**src/rtl/stc_pkg.sv**
```systemverilog
// types, codes and character helpers shared by the tokenizer files
`timescale 1ns / 1ps

package stc_pkg;

   localparam int TABLE_DEPTH = 256;
   localparam int FIFO_DEPTH  = 4;
   localparam int FIFO_AW     = 2;

   localparam logic [1:0] OP_BYTE = 2'd0;
   localparam logic [1:0] OP_END  = 2'd1;
   localparam logic [1:0] OP_LOAD = 2'd2;

   localparam logic [3:0] K_EOF       = 4'd0;
   localparam logic [3:0] K_DIV       = 4'd1;
   localparam logic [3:0] K_LESS      = 4'd2;
   localparam logic [3:0] K_LESSEQ    = 4'd3;
   localparam logic [3:0] K_GREATER   = 4'd4;
   localparam logic [3:0] K_GREATEREQ = 4'd5;
   localparam logic [3:0] K_ASSIGN    = 4'd6;
   localparam logic [3:0] K_EQUAL     = 4'd7;
   localparam logic [3:0] K_STRING    = 4'd8;
   localparam logic [3:0] K_BLOCK     = 4'd9;
   localparam logic [3:0] K_LINE      = 4'd10;
   localparam logic [3:0] K_IDENT     = 4'd11;
   localparam logic [3:0] K_FOR       = 4'd12;
   localparam logic [3:0] K_WHILE     = 4'd13;
   localparam logic [3:0] K_NUMBER    = 4'd14;
   localparam logic [3:0] K_DICT      = 4'd15;

   localparam logic [3:0] KW_NONE  = 4'd0;
   localparam logic [3:0] KW_F     = 4'd1;
   localparam logic [3:0] KW_FO    = 4'd2;
   localparam logic [3:0] KW_FOR   = 4'd3;
   localparam logic [3:0] KW_W     = 4'd4;
   localparam logic [3:0] KW_WH    = 4'd5;
   localparam logic [3:0] KW_WHI   = 4'd6;
   localparam logic [3:0] KW_WHIL  = 4'd7;
   localparam logic [3:0] KW_WHILE = 4'd8;
   localparam logic [3:0] KW_DEAD  = 4'd15;

   localparam logic [7:0] CH_LF    = 8'h0a;
   localparam logic [7:0] CH_QUOTE = 8'h22;
   localparam logic [7:0] CH_STAR  = 8'h2a;
   localparam logic [7:0] CH_SLASH = 8'h2f;
   localparam logic [7:0] CH_0     = 8'h30;
   localparam logic [7:0] CH_9     = 8'h39;
   localparam logic [7:0] CH_LT    = 8'h3c;
   localparam logic [7:0] CH_EQ    = 8'h3d;
   localparam logic [7:0] CH_GT    = 8'h3e;
   localparam logic [7:0] CH_UNDER = 8'h5f;
   localparam logic [7:0] CH_E     = 8'h65;
   localparam logic [7:0] CH_F     = 8'h66;
   localparam logic [7:0] CH_H     = 8'h68;
   localparam logic [7:0] CH_I     = 8'h69;
   localparam logic [7:0] CH_L     = 8'h6c;
   localparam logic [7:0] CH_O     = 8'h6f;
   localparam logic [7:0] CH_R     = 8'h72;
   localparam logic [7:0] CH_W     = 8'h77;

   localparam logic [7:0] UPPER_LO = 8'd64;
   localparam logic [7:0] UPPER_HI = 8'd91;
   localparam logic [7:0] LOWER_LO = 8'd96;
   localparam logic [7:0] LOWER_HI = 8'd123;

   typedef enum logic [9:0] {
      M_IDLE   = 10'b00_0000_0001,
      M_SLASH  = 10'b00_0000_0010,
      M_LT     = 10'b00_0000_0100,
      M_GT     = 10'b00_0000_1000,
      M_EQ     = 10'b00_0001_0000,
      M_STRING = 10'b00_0010_0000,
      M_BLOCK  = 10'b00_0100_0000,
      M_LINE   = 10'b00_1000_0000,
      M_IDENT  = 10'b01_0000_0000,
      M_NUMBER = 10'b10_0000_0000
   } lex_mode_type;

   typedef struct packed {
      logic [1:0] operation;
      logic [7:0] char_code;
      logic [7:0] class_value;
   } req_payload_type;

   typedef struct packed {
      logic [3:0]  token_kind;
      logic [7:0]  dict_class;
      logic [15:0] start_line;
      logic [15:0] start_column;
      logic [15:0] token_length;
      logic        last_of_run;
   } rsp_payload_type;

   function automatic logic is_letter(input logic [7:0] b);
      return ((b > UPPER_LO) && (b < UPPER_HI)) || ((b > LOWER_LO) && (b < LOWER_HI));
   endfunction

   function automatic logic is_digit(input logic [7:0] b);
      return (b >= CH_0) && (b <= CH_9);
   endfunction

   function automatic logic [3:0] kw_next(input logic [3:0] t, input logic [7:0] b);
      logic [3:0] r;
      r = KW_DEAD;
      if (t == KW_NONE) begin
         if (b == CH_F) r = KW_F;
         else if (b == CH_W) r = KW_W;
      end else if (t == KW_F && b == CH_O) r = KW_FO;
      else if (t == KW_FO && b == CH_R) r = KW_FOR;
      else if (t == KW_W && b == CH_H) r = KW_WH;
      else if (t == KW_WH && b == CH_I) r = KW_WHI;
      else if (t == KW_WHI && b == CH_L) r = KW_WHIL;
      else if (t == KW_WHIL && b == CH_E) r = KW_WHILE;
      return r;
   endfunction

   function automatic logic [3:0] ident_kind(input logic [3:0] t);
      logic [3:0] r;
      r = K_IDENT;
      if (t == KW_FOR) r = K_FOR;
      else if (t == KW_WHILE) r = K_WHILE;
      return r;
   endfunction

endpackage

```
**src/rtl/stc_if.sv**
```systemverilog
// valid/ready channel interfaces for the tokenizer request and response sides
`timescale 1ns / 1ps

interface stc_req_if;
   logic                     valid;
   logic                     ready;
   stc_pkg::req_payload_type payload;

   modport source (output valid, output payload, input ready);
   modport sink   (input valid, input payload, output ready);
endinterface

interface stc_rsp_if;
   logic                     valid;
   logic                     ready;
   stc_pkg::rsp_payload_type payload;

   modport source (output valid, output payload, input ready);
   modport sink   (input valid, input payload, output ready);
endinterface

```
**src/rtl/script_char_tokenizer.sv**
```systemverilog
// streaming tokenizer top level: input register, lexer state, class table, result queue
`timescale 1ns / 1ps

// Takes one transaction per cycle while the result queue has room: a source
// byte, an end-of-input marker or a class table load. Each transaction is
// registered with its class table read, the lexer then handles it and pushes
// zero, one or two tokens into a four-entry result queue. One-token
// transactions sustain one transaction per cycle while the response side
// takes tokens; a two-token one (a token closed by a byte that is itself a
// class token, or end of input after an open token) leaves two entries to
// drain. Tokens reach rsp_bus through the input register and the result
// queue. The class table reads as zero after reset until an entry is loaded;
// a load is visible to the very next byte. Lines, columns and lengths
// saturate at 2^POS_WIDTH-1 and leave on the response side as their low 16 bits.
module script_char_tokenizer #(
   parameter int POS_WIDTH = 16
) (
   input  logic      clock,
   input  logic      reset,
   stc_req_if.sink   req_bus,
   stc_rsp_if.source rsp_bus
);
   import stc_pkg::*;

   typedef struct packed {
      logic [3:0]           kind;
      logic [7:0]           cls;
      logic [POS_WIDTH-1:0] line;
      logic [POS_WIDTH-1:0] col;
      logic [POS_WIDTH-1:0] len;
   } tok_rec_type;

   function automatic logic [POS_WIDTH-1:0] sat_inc(input logic [POS_WIDTH-1:0] v);
      return (v == {POS_WIDTH{1'b1}}) ? v : v + 1'b1;
   endfunction

   function automatic logic [15:0] to_out(input logic [POS_WIDTH-1:0] v);
      logic [POS_WIDTH+15:0] ext;
      ext = {16'd0, v};
      return ext[15:0];
   endfunction

   function automatic rsp_payload_type mk_rsp(input tok_rec_type r, input logic last);
      rsp_payload_type p;
      p.token_kind   = r.kind;
      p.dict_class   = r.cls;
      p.start_line   = to_out(r.line);
      p.start_column = to_out(r.col);
      p.token_length = to_out(r.len);
      p.last_of_run  = last;
      return p;
   endfunction

   // input stage
   logic            acc;
   logic            s1_vld_ff;
   req_payload_type s1_req_ff;
   logic            take;
   logic            room;

   // class table
   logic [7:0]             class_mem_ff [TABLE_DEPTH];
   logic [TABLE_DEPTH-1:0] class_vld_ff;
   logic [7:0]             class_rd_ff;
   logic                   class_hit_ff;
   logic [7:0]             class_val;

   // lexer state
   lex_mode_type         mode_ff, mode_in;
   logic                 star_ff, star_in;
   logic [3:0]           kw_ff, kw_in;
   logic [POS_WIDTH-1:0] cur_line_ff, cur_line_in;
   logic [POS_WIDTH-1:0] cur_col_ff, cur_col_in;
   logic [POS_WIDTH-1:0] tok_line_ff, tok_line_in;
   logic [POS_WIDTH-1:0] tok_col_ff, tok_col_in;
   logic [POS_WIDTH-1:0] run_ff, run_in;

   // result queue
   rsp_payload_type      fifo_ff [FIFO_DEPTH];
   logic [FIFO_AW-1:0]   wr_ptr_ff, wr_ptr_in;
   logic [FIFO_AW-1:0]   rd_ptr_ff, rd_ptr_in;
   logic [FIFO_AW:0]     cnt_ff, cnt_in;
   logic                 pop;

   tok_rec_type          res [2];
   logic [1:0]           n_res;
   logic                 fresh;
   logic [7:0]           b;
   logic [POS_WIDTH-1:0] col;
   logic [POS_WIDTH-1:0] blk_run;

   assign acc           = req_bus.valid && req_bus.ready;
   assign pop           = rsp_bus.valid && rsp_bus.ready;
   assign room          = (cnt_ff - {{FIFO_AW{1'b0}}, pop}) <= (FIFO_AW + 1)'(2);
   assign take          = s1_vld_ff && room;
   assign req_bus.ready = !s1_vld_ff || take;
   assign class_val     = class_hit_ff ? class_rd_ff : 8'd0;

   always_ff @(posedge clock) begin
      if (reset) begin
         s1_vld_ff <= 1'b0;
      end else if (acc) begin
         s1_vld_ff <= 1'b1;
      end else if (take) begin
         s1_vld_ff <= 1'b0;
      end
   end

   always_ff @(posedge clock) begin
      if (acc) begin
         s1_req_ff <= req_bus.payload;
      end
   end

   always_ff @(posedge clock) begin
      if (acc && req_bus.payload.operation == OP_LOAD) begin
         class_mem_ff[req_bus.payload.char_code] <= req_bus.payload.class_value;
      end
      if (acc) begin
         class_rd_ff <= class_mem_ff[req_bus.payload.char_code];
      end
   end

   always_ff @(posedge clock) begin
      if (reset) begin
         class_vld_ff <= '0;
         class_hit_ff <= 1'b0;
      end else if (acc) begin
         class_hit_ff <= class_vld_ff[req_bus.payload.char_code];
         if (req_bus.payload.operation == OP_LOAD) begin
            class_vld_ff[req_bus.payload.char_code] <= 1'b1;
         end
      end
   end

   always_comb begin
      b           = s1_req_ff.char_code;
      col         = sat_inc(cur_col_ff);
      blk_run     = star_ff ? sat_inc(run_ff) : run_ff;
      mode_in     = mode_ff;
      star_in     = star_ff;
      kw_in       = kw_ff;
      cur_line_in = cur_line_ff;
      cur_col_in  = cur_col_ff;
      tok_line_in = tok_line_ff;
      tok_col_in  = tok_col_ff;
      run_in      = run_ff;
      n_res       = 2'd0;
      fresh       = 1'b0;
      res[0]      = '0;
      res[1]      = '0;
      res[0].line = tok_line_ff;
      res[0].col  = tok_col_ff;
      if (take) begin
         unique case (s1_req_ff.operation)
            OP_BYTE: begin
               unique case (mode_ff)
                  M_SLASH: begin
                     if (b == CH_STAR) begin
                        mode_in = M_BLOCK;
                        run_in  = '0;
                        star_in = 1'b0;
                     end else if (b == CH_SLASH) begin
                        mode_in = M_LINE;
                        run_in  = '0;
                     end else begin
                        res[0].kind = K_DIV;
                        res[0].len  = POS_WIDTH'(1);
                        n_res       = 2'd1;
                        fresh       = 1'b1;
                     end
                  end
                  M_LT, M_GT, M_EQ: begin
                     n_res = 2'd1;
                     if (b == CH_EQ) begin
                        res[0].len = POS_WIDTH'(2);
                        mode_in    = M_IDLE;
                        priority case (mode_ff)
                           M_LT:    res[0].kind = K_LESSEQ;
                           M_GT:    res[0].kind = K_GREATEREQ;
                           default: res[0].kind = K_EQUAL;
                        endcase
                     end else begin
                        res[0].len = POS_WIDTH'(1);
                        fresh      = 1'b1;
                        priority case (mode_ff)
                           M_LT:    res[0].kind = K_LESS;
                           M_GT:    res[0].kind = K_GREATER;
                           default: res[0].kind = K_ASSIGN;
                        endcase
                     end
                  end
                  M_STRING: begin
                     if (b == CH_QUOTE) begin
                        res[0].kind = K_STRING;
                        res[0].len  = run_ff;
                        n_res       = 2'd1;
                        mode_in     = M_IDLE;
                     end else begin
                        run_in = sat_inc(run_ff);
                     end
                  end
                  M_BLOCK: begin
                     if (star_ff && b == CH_SLASH) begin
                        res[0].kind = K_BLOCK;
                        res[0].len  = run_ff;
                        n_res       = 2'd1;
                        star_in     = 1'b0;
                        mode_in     = M_IDLE;
                     end else if (b == CH_STAR) begin
                        star_in = 1'b1;
                        run_in  = blk_run;
                     end else begin
                        star_in = 1'b0;
                        run_in  = sat_inc(blk_run);
                     end
                  end
                  M_LINE: begin
                     if (b == CH_LF) begin
                        res[0].kind = K_LINE;
                        res[0].len  = run_ff;
                        n_res       = 2'd1;
                        fresh       = 1'b1;
                     end else begin
                        run_in = sat_inc(run_ff);
                     end
                  end
                  M_IDENT: begin
                     if (is_letter(b) || is_digit(b) || b == CH_UNDER) begin
                        run_in = sat_inc(run_ff);
                        kw_in  = kw_next(kw_ff, b);
                     end else begin
                        res[0].kind = ident_kind(kw_ff);
                        res[0].len  = run_ff;
                        n_res       = 2'd1;
                        fresh       = 1'b1;
                     end
                  end
                  M_NUMBER: begin
                     if (is_digit(b)) begin
                        run_in = sat_inc(run_ff);
                     end else begin
                        res[0].kind = K_NUMBER;
                        res[0].len  = run_ff;
                        n_res       = 2'd1;
                        fresh       = 1'b1;
                     end
                  end
                  M_IDLE: begin
                     fresh = 1'b1;
                  end
                  default: begin
                     fresh = 1'b1;
                  end
               endcase
               if (fresh) begin
                  tok_line_in = cur_line_ff;
                  tok_col_in  = col;
                  run_in      = '0;
                  star_in     = 1'b0;
                  kw_in       = KW_NONE;
                  mode_in     = M_IDLE;
                  if (b == CH_SLASH) begin
                     mode_in = M_SLASH;
                  end else if (b == CH_LT) begin
                     mode_in = M_LT;
                  end else if (b == CH_GT) begin
                     mode_in = M_GT;
                  end else if (b == CH_EQ) begin
                     mode_in = M_EQ;
                  end else if (b == CH_QUOTE) begin
                     mode_in = M_STRING;
                  end else if (is_letter(b) || b == CH_UNDER) begin
                     mode_in = M_IDENT;
                     run_in  = POS_WIDTH'(1);
                     kw_in   = kw_next(KW_NONE, b);
                  end else if (is_digit(b)) begin
                     mode_in = M_NUMBER;
                     run_in  = POS_WIDTH'(1);
                  end else begin
                     res[n_res[0]].kind = K_DICT;
                     res[n_res[0]].cls  = class_val;
                     res[n_res[0]].line = cur_line_ff;
                     res[n_res[0]].col  = col;
                     res[n_res[0]].len  = POS_WIDTH'(1);
                     n_res              = n_res + 2'd1;
                  end
               end
               if (b == CH_LF) begin
                  cur_line_in = sat_inc(cur_line_ff);
                  cur_col_in  = '0;
               end else begin
                  cur_col_in = col;
               end
            end
            OP_END: begin
               n_res      = 2'd1;
               res[0].len = run_ff;
               unique case (mode_ff)
                  M_SLASH: begin
                     res[0].kind = K_DIV;
                     res[0].len  = POS_WIDTH'(1);
                  end
                  M_LT: begin
                     res[0].kind = K_LESS;
                     res[0].len  = POS_WIDTH'(1);
                  end
                  M_GT: begin
                     res[0].kind = K_GREATER;
                     res[0].len  = POS_WIDTH'(1);
                  end
                  M_EQ: begin
                     res[0].kind = K_ASSIGN;
                     res[0].len  = POS_WIDTH'(1);
                  end
                  M_STRING: res[0].kind = K_STRING;
                  M_BLOCK: begin
                     res[0].kind = K_BLOCK;
                     res[0].len  = blk_run;
                  end
                  M_LINE:   res[0].kind = K_LINE;
                  M_IDENT:  res[0].kind = ident_kind(kw_ff);
                  M_NUMBER: res[0].kind = K_NUMBER;
                  default:  n_res = 2'd0;
               endcase
               res[n_res[0]]      = '0;
               res[n_res[0]].kind = K_EOF;
               res[n_res[0]].line = cur_line_ff;
               res[n_res[0]].col  = col;
               n_res              = n_res + 2'd1;
               mode_in            = M_IDLE;
               star_in            = 1'b0;
               kw_in              = KW_NONE;
               cur_line_in        = '0;
               cur_col_in         = '0;
               tok_line_in        = '0;
               tok_col_in         = '0;
               run_in             = '0;
            end
            default: begin
            end
         endcase
      end
   end

   always_ff @(posedge clock) begin
      if (reset) begin
         mode_ff     <= M_IDLE;
         star_ff     <= 1'b0;
         kw_ff       <= KW_NONE;
         cur_line_ff <= '0;
         cur_col_ff  <= '0;
         tok_line_ff <= '0;
         tok_col_ff  <= '0;
         run_ff      <= '0;
      end else begin
         mode_ff     <= mode_in;
         star_ff     <= star_in;
         kw_ff       <= kw_in;
         cur_line_ff <= cur_line_in;
         cur_col_ff  <= cur_col_in;
         tok_line_ff <= tok_line_in;
         tok_col_ff  <= tok_col_in;
         run_ff      <= run_in;
      end
   end

   // result queue
   always_comb begin
      wr_ptr_in = wr_ptr_ff + FIFO_AW'(n_res);
      rd_ptr_in = rd_ptr_ff + FIFO_AW'(pop);
      cnt_in    = cnt_ff - {{FIFO_AW{1'b0}}, pop} + (FIFO_AW + 1)'(n_res);
   end

   always_ff @(posedge clock) begin
      if (reset) begin
         wr_ptr_ff <= '0;
         rd_ptr_ff <= '0;
         cnt_ff    <= '0;
      end else begin
         wr_ptr_ff <= wr_ptr_in;
         rd_ptr_ff <= rd_ptr_in;
         cnt_ff    <= cnt_in;
      end
   end

   always_ff @(posedge clock) begin
      if (n_res != 2'd0) begin
         fifo_ff[wr_ptr_ff] <= mk_rsp(res[0], n_res == 2'd1);
      end
      if (n_res == 2'd2) begin
         fifo_ff[wr_ptr_ff + FIFO_AW'(1)] <= mk_rsp(res[1], 1'b1);
      end
   end

   assign rsp_bus.valid   = cnt_ff != '0;
   assign rsp_bus.payload = fifo_ff[rd_ptr_ff];

   a_cnt_bound: assert property (@(posedge clock) disable iff (reset)
      cnt_ff <= (FIFO_AW + 1)'(FIFO_DEPTH))
      else $error("result queue overfilled");

   a_end_resets: assert property (@(posedge clock) disable iff (reset)
      take && s1_req_ff.operation == OP_END |=>
         mode_ff == M_IDLE && cur_line_ff == '0 && cur_col_ff == '0)
      else $error("end of input did not return lexer to idle");

   a_end_emits: assert property (@(posedge clock) disable iff (reset)
      take && s1_req_ff.operation == OP_END |=> cnt_ff != '0)
      else $error("end of input produced no token");

   a_hold_state: assert property (@(posedge clock) disable iff (reset)
      !take |=> $stable(mode_ff) && $stable(cur_line_ff) && $stable(cur_col_ff))
      else $error("lexer state moved without a transaction");

   a_load_silent: assert property (@(posedge clock) disable iff (reset)
      take && s1_req_ff.operation == OP_LOAD |-> n_res == 2'd0)
      else $error("table load produced a token");

endmodule
```
**src/flat_wrapper.sv**
```systemverilog
// flat-port wrapper written by rule: the top's interface ports become plain ports
module script_char_tokenizer_flat import stc_pkg::*;
#(
   parameter int POS_WIDTH = 16
)
  (clock, reset, req_bus_valid, req_bus_payload, req_bus_ready, rsp_bus_valid, rsp_bus_payload, rsp_bus_ready);
  stc_req_if req_bus_i ();
  stc_rsp_if rsp_bus_i ();
  input  logic clock;
  input  logic reset;
  input wire logic [$bits(req_bus_i.valid)-1:0] req_bus_valid;
  input wire logic [$bits(req_bus_i.payload)-1:0] req_bus_payload;
  output wire logic [$bits(req_bus_i.ready)-1:0] req_bus_ready;
  output wire logic [$bits(rsp_bus_i.valid)-1:0] rsp_bus_valid;
  output wire logic [$bits(rsp_bus_i.payload)-1:0] rsp_bus_payload;
  input wire logic [$bits(rsp_bus_i.ready)-1:0] rsp_bus_ready;
  assign req_bus_i.valid = req_bus_valid;
  assign req_bus_i.payload = req_bus_payload;
  assign req_bus_ready = req_bus_i.ready;
  assign rsp_bus_valid = rsp_bus_i.valid;
  assign rsp_bus_payload = rsp_bus_i.payload;
  assign rsp_bus_i.ready = rsp_bus_ready;
  script_char_tokenizer #(.POS_WIDTH(POS_WIDTH)) u_core (.clock(clock), .reset(reset), .req_bus(req_bus_i), .rsp_bus(rsp_bus_i));
endmodule
```
**config.mk**
```make
export PLATFORM = sky130hd
export DESIGN_NAME = script_char_tokenizer_flat
export DESIGN_NICKNAME = d
export VERILOG_FILES = /design/src/rtl/stc_pkg.sv /design/src/rtl/stc_if.sv /design/src/rtl/script_char_tokenizer.sv /design/src/flat_wrapper.sv
export SDC_FILE = /design/constraint.sdc
export NUM_CORES = 2
export LEC_CHECK = 0
export BUFFER_PORTS_ARGS = -buffer_cell sky130_fd_sc_hd__buf_2
export CAP_MARGIN = 10
export CORE_MARGIN = 8
export CORE_UTILIZATION = 57
export DETAILED_ROUTE_END_ITERATION = 12
export GPL_TIMING_DRIVEN = 0
export PLACE_DENSITY_LB_ADDON = 0.1
export SETUP_SLACK_MARGIN = 0.4
export SLEW_MARGIN = 20
export SYNTH_ARGS = -nofsm -noshare
export SYNTH_HDL_FRONTEND = slang
export SYNTH_SLANG_ARGS = --single-unit
```
**constraint.sdc**
```tcl
create_clock -name clock -period 7.25 [get_ports clock]
set_input_delay 0.725 -clock clock [delete_from_list [all_inputs] [get_ports clock]]
set_output_delay 0.725 -clock clock [all_outputs]
set_load 0.1 [all_outputs]
```
==> results_dict.tcl <==
set metrics [dict create \
    outcome "completed" \
    vias 65106 \
    finalCriticalPeriod_ns 6.99 \
    rows 159 \
    grt_usage_pct 36.9 \
    skew_ns 0.0511 \
    syn-mean-instance-area_um2 17.9 \
    drive_above_1_share_pct 24.8 \
    ir_worst_vdd_mv 0.216 \
    p_leak_nw 39.1 \
    numCtsBuffers 288 \
    regArea_um2 76500 \
    multi_input_area_um2 29500 \
    synthXorXnorAreaFrac_pct 0.430 \
    cts_tree "done" \
    cts.sinks 2670 \
    gr-total-overflow 0 \
    postCtsSetupBuffers 0 \
    clock_latency_ns 0.95 \
    timing.final.crit_share_pct 96.4 \
    cts_buffer_depth 4 \
    synth-compound-area-share_pct 4.51 \
    hold_class "input port to flop" \
    end_kind "flop" \
    drc 0 \
    hold_viol_final 0 \
    syn_to_final_growth_pct 14.1 \
    synth_fa_ha_area_share_pct 0.128 \
    crit_type "flop to flop" \
    wl_per_cell_um 41.4 \
    vias_per_cell 7.06 \
    place_hpwl_um 264000 \
    synth_top_family_by_area "multiplexers" \
    h-tree-depth 5 \
    arrival_ns 7.56 \
    crit_path_max_fanout 20 \
    syn_area_um2 108000 \
    yosys_warnings 0 \
    boundaryPins 85 \
    gp_congestion 1.01 \
    totalWireLength_um 381000 \
    synth.largest_area_cell "edfxtp_1" \
    syn-num-nets 6068 \
    powerDensity_nw_per_um2 286 \
    maxSlewHeadroom_pct 12.5 \
    clockRootBuffer "clkbuf_16" \
    fill_cells 12909 \
    nets 6542 \
    grt_antenna_before_repair 20 \
    synth-edff-count 2306 \
    cp-start-kind "flop" \
    core_area_um2 188000 \
    ys_ff_latch 2670 \
    die_h_um 451 \
    worstMarginPinSlew_ns 1.30 \
    stdcell_area_um2 123000 \
    synth_seq_area_share_pct 71.0 \
    grt_max_degree 137 \
    initial_core_util_pct 57.4 \
    setup_viol 0 \
    rsz0062_at_grt "true" \
    synthDistinctLibCells 106 \
    synthMuxAreaShare_pct 16.7 \
    cp.required_ns 7.82 \
    clkSlewWorstSetupHoldPaths_ns 0.06 \
    synth-simple-area-share_pct 5.46 \
    dpl_cell_area_um2 114000 \
    maxSlewViolCount 0 \
    ant_nets 0 \
    synthCells 6035 \
    portBuffers 83 \
    drt_iter0_markers 10631 \
    hold_slack_ns 0.120 \
    first_global_vias 61706 \
    grt_pass1_wl_um 512000 \
    max_cap_viol_count 0 \
    die_area_um2 203000 \
    synthArstFlopShare_pct 0 \
    ys_top_cells_by_area "edfxtp_1 64%, mux4_2 16%, dfxtp_1 6.8%" \
    yosys.area.top_type_share_pct 64.2 \
    drtPass1Iterations 9 \
    fmax_ghz 0.143 \
    dieWidth_um 451 \
    synthFlopType "edfxtp_1" \
]
final cells by class:
class	count	area share, %
diodes	10	0.0203
plain buffers	439	1.63
clock buffers	374	6.40
clock inverters	123	0.784
inverters	23	0.0702
multi-input cells	2903	24.0
flip-flops and latches	2670	62.2
well taps	2495	2.54
repair buffers	184	2.38
power breakdown:
part           switching, W  internal [W]
Clock               0.00595       0.00816
Sequential        0.0000523        0.0168
Combinational       0.00309       0.00107
Total               0.00908        0.0261
state kept, by name, summed over array words and instances, names as in the netlist, 3 cells and up:
register	count
u_core.tok_col_ff	16
u_core.run_ff	16
u_core.class_vld_ff	256
u_core.cur_col_ff	16
u_core.fifo_ff	244
u_core.b	8
u_core.cur_line_ff	16
u_core.kw_ff	4
u_core.cnt_ff	3
u_core.class_mem_ff	2048
u_core.tok_line_ff	16
u_core.mode_ff	10
u_core.class_rd_ff	8
logic make-up (layout without fill, tap and decap cells):
| group | count (synthesis) | in the layout |
|---|---|---|
| simple gates | 1292 | 1292 |
| mux | 814 | 814 |
| other cells | 0 | 10 |
| compound gates | 733 | 733 |
| fa+ha+maj | 11 | 11 |
| flops | 2670 | 2670 |
| xor+xnor | 53 | 53 |
| buf+inv | 462 | 1143 |
worst max-delay path: stages, from the launching register on:
cell      delay, ns
dfxtp_1        0.31
or3_1          0.38
and2_1         0.19
ha_1           0.19
ha_1           0.20
xnor2_1        0.26
o21a_1         0.25
nand2b_1       0.21
nand2_1        0.25
inv_1          0.59
nand3b_1       0.48
nor3b_1        0.51
clkbuf_1       0.38
nand3_1        0.84
clkbuf_2       0.69
nor2_1         0.82
worst paths after layout:
path,startpoint,to,slack (ns),cells past startpoint
setup / recovery,u_core.cnt_ff[2],u_core.class_mem_ff[174][6],0.26,15
hold / removal,req_bus_payload[8],u_core.b[0],0.12,1
setup reg to reg,u_core.cnt_ff[2],u_core.class_mem_ff[174][6],0.26,15
hold reg to reg,u_core.class_vld_ff[118],u_core.class_vld_ff[118],0.46,2
Yosys cell counts, types with 16 or more instances:
cell and number:
a21oi_1 323, a22o_1 85, a22oi_1 66, and2_1 16
and3_1 64, buf_1 37, buf_2 119, clkbuf_1 269
dfxtp_1 364, edfxtp_1 2306, inv_1 22, mux2i_1 20
mux4_2 789, nand2_1 150, nand2b_1 19, nand3_1 65
nand4_1 30, nor2_1 740, nor2b_1 21, nor3_1 68
nor4_1 37, o21ai_0 64, o21ai_1 16, o22ai_1 26
o2bb2ai_1 40, or3_1 20, xnor2_1 23, xor2_1 30
metal layers:
| layer | track usage (%) | wire length [um] | up-vias |
|---|---|---|---|
| li1 | - | - | 25357 |
| met1 | 46.7 | 129000 | 33650 |
| met2 | 55.4 | 170000 | 4969 |
| met3 | 11.4 | 49500 | 1118 |
| met4 | 24.6 | 32800 | 12 |
| met5 | 0.663 | 175 | - |
cells in the final DEF, fill, tap and decap left out, types with 23 or more instances in the layout:
| cell | synthesis | layout |
|---|---|---|
| clkbuf_16 | 0 | 300 |
| xor2_1 | 30 | 30 |
| nor3_1 | 68 | 63 |
| xnor2_1 | 23 | 23 |
| clkbuf_1 | 269 | 251 |
| buf_2 | 119 | 219 |
| a22o_1 | 85 | 85 |
| buf_12 | 0 | 31 |
| o2bb2ai_1 | 40 | 40 |
| clkbuf_2 | 2 | 83 |
| a22oi_1 | 66 | 66 |
| a21oi_1 | 323 | 323 |
| o21ai_0 | 64 | 62 |
| o22ai_1 | 26 | 26 |
| and3_1 | 64 | 64 |
| nand4_1 | 30 | 30 |
| nand2_1 | 150 | 148 |
| clkinv_2 | 0 | 41 |
| nor4_1 | 37 | 36 |
| dfxtp_1 | 364 | 364 |
| nor2_1 | 740 | 720 |
| buf_16 | 0 | 64 |
| nand3_1 | 65 | 65 |
| clkinv_1 | 0 | 53 |
| edfxtp_1 | 2306 | 2306 |
| mux4_2 | 789 | 789 |
timing repair:
action	in CTS	in global routing
hold buffers	4	0
hold endpoints to repair	4	0
setup endpoints to repair	8	167
resized for setup	1	15
through the flow:
stage	worst slack [ns]	std cells	setup TNS [ns]	util, %	total power, W
3_3_place_gp	-2.60	8613	-1594.13	59.3	0.0211
4_1_cts	0.407	9211	0	65.4	0.0351
3_5_place_dp	0.0575	8710	0	60.7	0.0213
6_report	0.260	9221	0	65.5	0.0351
5_1_grt	0.220	9212	0	65.4	0.0358
2_1_floorplan	0.617	6035	0	-	0.0197
No activity file was read; power rests on OpenSTA's default activity.
